### config.mk
export PLATFORM = sky130hd
export DESIGN_NAME = wrrf_extreme
export DESIGN_NICKNAME = d
export VERILOG_FILES = /design/src/design/wrrf_pkg.sv /design/src/design/wrrf_extreme.sv
export SDC_FILE = /design/constraint.sdc
export NUM_CORES = 1
export LEC_CHECK = 0
export ABC_CLOCK_PERIOD_IN_PS = 6200
export BUFFER_PORTS_ARGS = -buffer_cell sky130_fd_sc_hd__buf_2
export CAP_MARGIN = 20
export CORE_MARGIN = 2
export CORE_UTILIZATION = 50
export CTS_CLUSTER_SIZE = 20
export DETAILED_ROUTE_END_ITERATION = 6
export GPL_TIMING_DRIVEN = 1
export PLACE_DENSITY = 0.71
export SETUP_SLACK_MARGIN = 0.4
export SYNTH_ARGS = -nofsm -noshare
export SYNTH_HDL_FRONTEND = slang
export SYNTH_SLANG_ARGS = --single-unit
### constraint.sdc
create_clock -name i_clk -period 6.2 [get_ports i_clk]
set_input_delay 1.24 -clock i_clk [delete_from_list [all_inputs] [get_ports i_clk]]
set_output_delay 1.24 -clock i_clk [all_outputs]
set_load 0.02 [all_outputs]
### src/design/wrrf_pkg.sv
package wrrf_pkg;

    localparam int DEF_MAX_WIDTH   = 4096;
    localparam int DEF_MAX_HALF    = 7;
    localparam int DEF_SAMPLE_BITS = 24;

    localparam int COORD_BITS  = 12;
    localparam int COORD_LIMIT = 4096;
    localparam int DIM_BITS    = 13;
    localparam int HALF_BITS   = 3;

    typedef enum logic [5:0] {
        S_IDLE   = 6'b000001,
        S_CHECK  = 6'b000010,
        S_SCAN   = 6'b000100,
        S_DRAIN  = 6'b001000,
        S_OUT    = 6'b010000,
        S_SPARE  = 6'b100000
    } t_state;

    typedef enum logic [1:0] {
        CFG_WIDTH  = 2'd0,
        CFG_HEIGHT = 2'd1,
        CFG_HALF   = 2'd2,
        CFG_NONE   = 2'd3
    } t_cfg_idx;

    typedef enum logic {
        CMD_PIXEL = 1'b0,
        CMD_FLUSH = 1'b1
    } t_cmd;

    typedef struct packed {
        logic clear;
        logic take;
    } t_acc_ctl;

endpackage

### src/design/wrrf_extreme.sv
module wrrf_extreme #(
    parameter int SAMPLE_BITS = wrrf_pkg::DEF_SAMPLE_BITS
) (
    input  logic                          i_clk,
    input  wrrf_pkg::t_acc_ctl            i_ctl,
    input  logic signed [SAMPLE_BITS-1:0] i_sample,
    output logic                          o_any,
    output logic        [SAMPLE_BITS-1:0] o_range
);

    logic                          r_any;
    logic signed [SAMPLE_BITS-1:0] r_min;
    logic signed [SAMPLE_BITS-1:0] r_max;

    always_ff @(posedge i_clk) begin
        if (i_ctl.clear) begin
            r_any <= 1'b0;
        end else if (i_ctl.take) begin
            r_any <= 1'b1;
            if (!r_any || i_sample < r_min) begin
                r_min <= i_sample;
            end
            if (!r_any || i_sample > r_max) begin
                r_max <= i_sample;
            end
        end
    end

    assign o_any   = r_any;
    assign o_range = SAMPLE_BITS'(r_max - r_min);

endmodule

# [After elaboration in Yosys (flattened, before gate mapping)]
# Index checks and enable logic that the tools add are counted.
# Widths: inputs -> output; s select.
[op_classes] add_sub_neg=1 magnitude_cmp=2 n_bitwise=1 reduce_logical=5
[ops] operator="$gt 24x24->1" count=1
[ops] operator="$lt 24x24->1" count=1
[ops] operator="$sub 24x24->24" count=1
[ops] operator="$reduce_and 3->1" count=2
[ops] operator="$logic_or 1x1->1" count=2
[ops] operator="$logic_not 1->1" count=1
[ops] operator="$not 1->1" count=1
[totals] reg_bits=49 input_bits=27 output_inout_bits=25 wordCells=12

# [Longest topological paths before layout]
[logic_depth] word_depth=3 mapped_depth=10 mapped_depth_nobuf=10

# [Worst setup path after synthesis]
# No wires, ideal clock.
[synth_timing] path_type="input to register" start="input i_sample[13]" end="register r_min[0] (enable)" setup_ps=441 arrival_ps=4132 required_ps=5759 path_slack_ps=1628 cell_stages=7 path_buffers=0 path_cell_list="ha_1 a21o_1 a21o_1 a221oi_1 a211o_1 a31oi_1 nor3b_1"
[synth_via] elab_chain_len=3
[synth_rtl] element="start, declared" line="wrrf_extreme.sv:6" text="input logic signed [SAMPLE_BITS-1:0] i_sample,"
[synth_rtl] element="$lt 24x24->1" line="wrrf_extreme.sv:20" text="if (!r_any || i_sample < r_min) begin"
[synth_rtl] element="$logic_or 1x1->1" line="wrrf_extreme.sv:20"
[synth_rtl] element="$reduce_and 3->1 (no line)"
[synth_rtl] element="end signal, assigned" line="wrrf_extreme.sv:21" text="r_min <= i_sample;"
[synth_rtl] element="end, declared" line="wrrf_extreme.sv:12" text="logic signed [SAMPLE_BITS-1:0] r_min;"
# No other way between the ends.
# A chain may end at the register's enable or synchronous reset.

# [Worst setup path after layout]
[layout_timing] start="register r_min[0]" end="output o_range[22]"
[layout_via] elab_chain_len=1
[layout_rtl] element="$sub 24x24->24" line="wrrf_extreme.sv:30" text="assign o_range = SAMPLE_BITS'(r_max - r_min);"
[layout_rtl] element="end, declared" line="wrrf_extreme.sv:8" text="output logic [SAMPLE_BITS-1:0] o_range"
# No other way between the ends.

==> flow_summary_export.csv <==
group,metric,value,unit
outcome,outcome,"finished clean",
sta,finalHoldViolations,0,
setup_path,path_max_fanout,4,
clocking,path_clk_slew,0.08,ns
grt,grt_max_degree,17,
synth,synthArstFlopShare,0,%
grt,grt_pass1_wl,13.8,mm
sta,rsz0062_at_grt,"no",
die,die-area,0.00849,sq mm
setup_path,endpoint_kind,"output port",
power_and_ir_drop,power,0.856,mW
power_and_ir_drop,seqPwrFrac,45.6,%
grt,grt_antenna_before_repair,0,
cells_and_area,final_common_cell,"ha_1",
placed_design,gp_congestion,0.859,
detailed_routing,viasPerCell,5.39,
setup_path,crit_type,"reg2out",
power_and_ir_drop,p_comb_share,32.8,%
synth,ys.flop_type,"edfxtp_1",
clocking,clock_latency,0.31,ns
sta,fmax,0.236,GHz
sta,skew,0.0123,ns
die,num_rows,32,
clocking,clockRootBuffer,"clkbuf_8",
setup_path,startpoint_type,"flop",
clocking,cts_resized,0,
setup_path,cp.arrival,2.99,ns
synth,synth_fa_ha_area_share,23.1,%
synth,yosys_register_bits,49,
synth,synth_area_leader_cell,"edfxtp_1",
power_and_ir_drop,internal-power,0.570,mW
grt,track_usage,20.4,%
clocking,clock_sinks,49,
synth,ys_seq_area_share,37.6,%
clocking,htree_num_levels,2,
synth,syn-num-nets,477,
detailed_routing,dr.pass1.iters,4,
clocking,cts_tree,"done",
sta,slew_headroom,50.1,%
placed_design,dp_hpwl,6.83,mm
setup_path,slowest_stage,"o41a_4",
detailed_routing,remaining_drc_errors,0,
sta,tns,0,ns
synth,muxShareOfSynthArea,0,%
detailed_routing,drt-initial-drc-count,127,
grt,first_global_vias,3016,
hold_path,hp-class,"reg2reg",
synth,synth_compound_area_share,19.5,%
cells_and_area,fin_util,57.2,%
synth,yosysWarningCount,0,
power_and_ir_drop,netSwitchingFraction,33.4,%
sta,fin_crit_sh,68.3,%
placed_design,dp_slack,2.04,ns
sta,period_needed,4.23,ns
power_and_ir_drop,leakage,2.06,nW
die,start_util,50.8,%
clocking,clk_path_buf_depth,2,
power_and_ir_drop,vdd_drop_max,0.126,mV
detailed_routing,drt_wl_total,8.25,mm
setup_path,cpPeakStageDelay,0.41,ns
clocking,cts_buffers,5,
clocking,postCtsSetupBuffers,0,
placed_design,portBuffers,51,
sta,holdWs,0.579,ns
synth,synth-edff-count,48,
synth,syn_avg_cell_area,10.3,sq um
power_and_ir_drop,powerDensity,196,mW/mm^2
run,maxCapViolCount,0,
synth,synth-simple-area-share,9.56,%
clocking,postCtsHoldBufs,0,
synth,synth_top_family_by_area,"adder cells",
synth,synth.top_cell.area_share,37.1,%
synth,synth.distinct_cells,48,
power_and_ir_drop,p_sw,0.286,mW
synth,synthXorXnorAreaFrac,4.96,%
power_and_ir_drop,clkPwrFrac,21.7,%
cells_and_area,layout.nets,536,
cells_and_area,diodes,0,
cells_and_area,drive_above_1_share,18.2,%
detailed_routing,vias,2915,
cells_and_area,area_delta_synth_final,12.5,%
sta,report.final.slew_viol_count,0,
die,coreArea,0.00765,sq mm
detailed_routing,post_drt_wl_per_cell,15.3,microns
grt,grt-ovfl-total,0,
cells_and_area,fillers,664,
sta,max_slew.worst_pin.slew,0.746,ns
die,die_h,92.2,microns
sta,layout_setup_ws,1.97,ns
synth,synthCells,379,
die,ios,52,
cells_and_area,final-seq-area,0.00146,sq mm
cells_and_area,final_cell_mix,"ha_1, inv_1, buf_2",
setup_path,required,4.96,ns
sta,setup-violations-final,0,
die,die_w,92.2,microns
setup_path,crit_top_cell,"a21oi_1",
synth,syn_area,0.00389,sq mm
cells_and_area,multiInputGateArea,0.00223,sq mm
synth,netlist_top_cells_area,"edfxtp_1, ha_1, inv_1",
detailed_routing,ant_nets,0,
setup_path,crit_chain,"ha_1 > fa_1 > inv_1 > a21oi_1 > o21ai_2 > a21oi_1 > o41a_4 > a31oi_4 > xor2_1 > buf_2",
## kinds of logic after synthesis
kind of cell             Yosys count
AO/OA/AOI/OAI                    108
AND/OR/NAND/NOR                   74
adder cells (fa/ha/maj)           71
buffers and inverters             55
flip-flops                        49
XOR/XNOR                          22
## cell type report
cell class	count	area share [%]
sequential	49	33.4
clock buffer	6	1.66
timing repair buffer	53	6.18
inverter	54	4.64
multi-input combinational	275	50.9
clock inverter	2	0.229
tap	102	2.92
## worst max-delay path, delay by kind of cell (launching register included)
family | cells | cell delay [ns]
buffers and inverters | 2 | 0.26
AO/OA/AOI/OAI | 5 | 1.22
flip-flops | 1 | 0.40
XOR/XNOR | 1 | 0.16
adder cells (fa/ha/maj) | 2 | 0.64
## worst paths after layout
kind	from	end	depth (start not counted)	slack [ns]
min	o_any	o_any	2	0.58
max reg2reg	r_max[23]	r_max[20]	10	3.03
min reg2reg	o_any	o_any	2	0.58
max	r_min[0]	o_range[22]	10	1.97
## through the flow
step,std cells,instance area (sq um)
after CTS,541,4370
after detailed placement,533,4290
after global placement,533,4290
after floorplan,379,3890
final,541,4370
after global routing,541,4370
## power groups by stage
stage | Clock (mW) | Sequential [mW] | Combinational (mW)
2_1_floorplan | 0 | 0.397 | 0.196
3_3_place_gp | 0 | 0.397 | 0.275
3_5_place_dp | 0 | 0.398 | 0.280
4_1_cts | 0.188 | 0.390 | 0.282
5_1_grt | 0.198 | 0.392 | 0.311
6_report | 0.186 | 0.390 | 0.281
## layer usage
layer  wire (microns)  global-route usage (%)  vias up
met4              108                    4.85        0
met2             3840                    34.9       59
li1                 -                       -     1505
met1             3950                    27.3     1341
met5                0                       0        -
met3              348                    2.88       10
## synthesized netlist by cell type (2+ instances only)
library cell,instances
xor2_1,8
a221oi_1,2
nand4_1,11
o21a_1,4
a21o_1,17
edfxtp_1,48
a31o_4,2
nor3_1,2
a31oi_1,4
nor2_1,16
inv_1,54
nand3_1,8
o21ai_0,18
nor2b_1,3
o31ai_1,3
o21ai_1,2
o21bai_1,3
nand2b_1,2
ha_1,70
and2_1,2
xnor2_1,14
a21oi_1,35
nand2_1,21
o21ai_2,2
a21o_2,2
a211oi_1,4
## registers in the layout, summed over array words and instances, names as in the netlist
signal and count:
r_max 24, r_min 24, o_any 1
(Power assumes the default switching activity.)
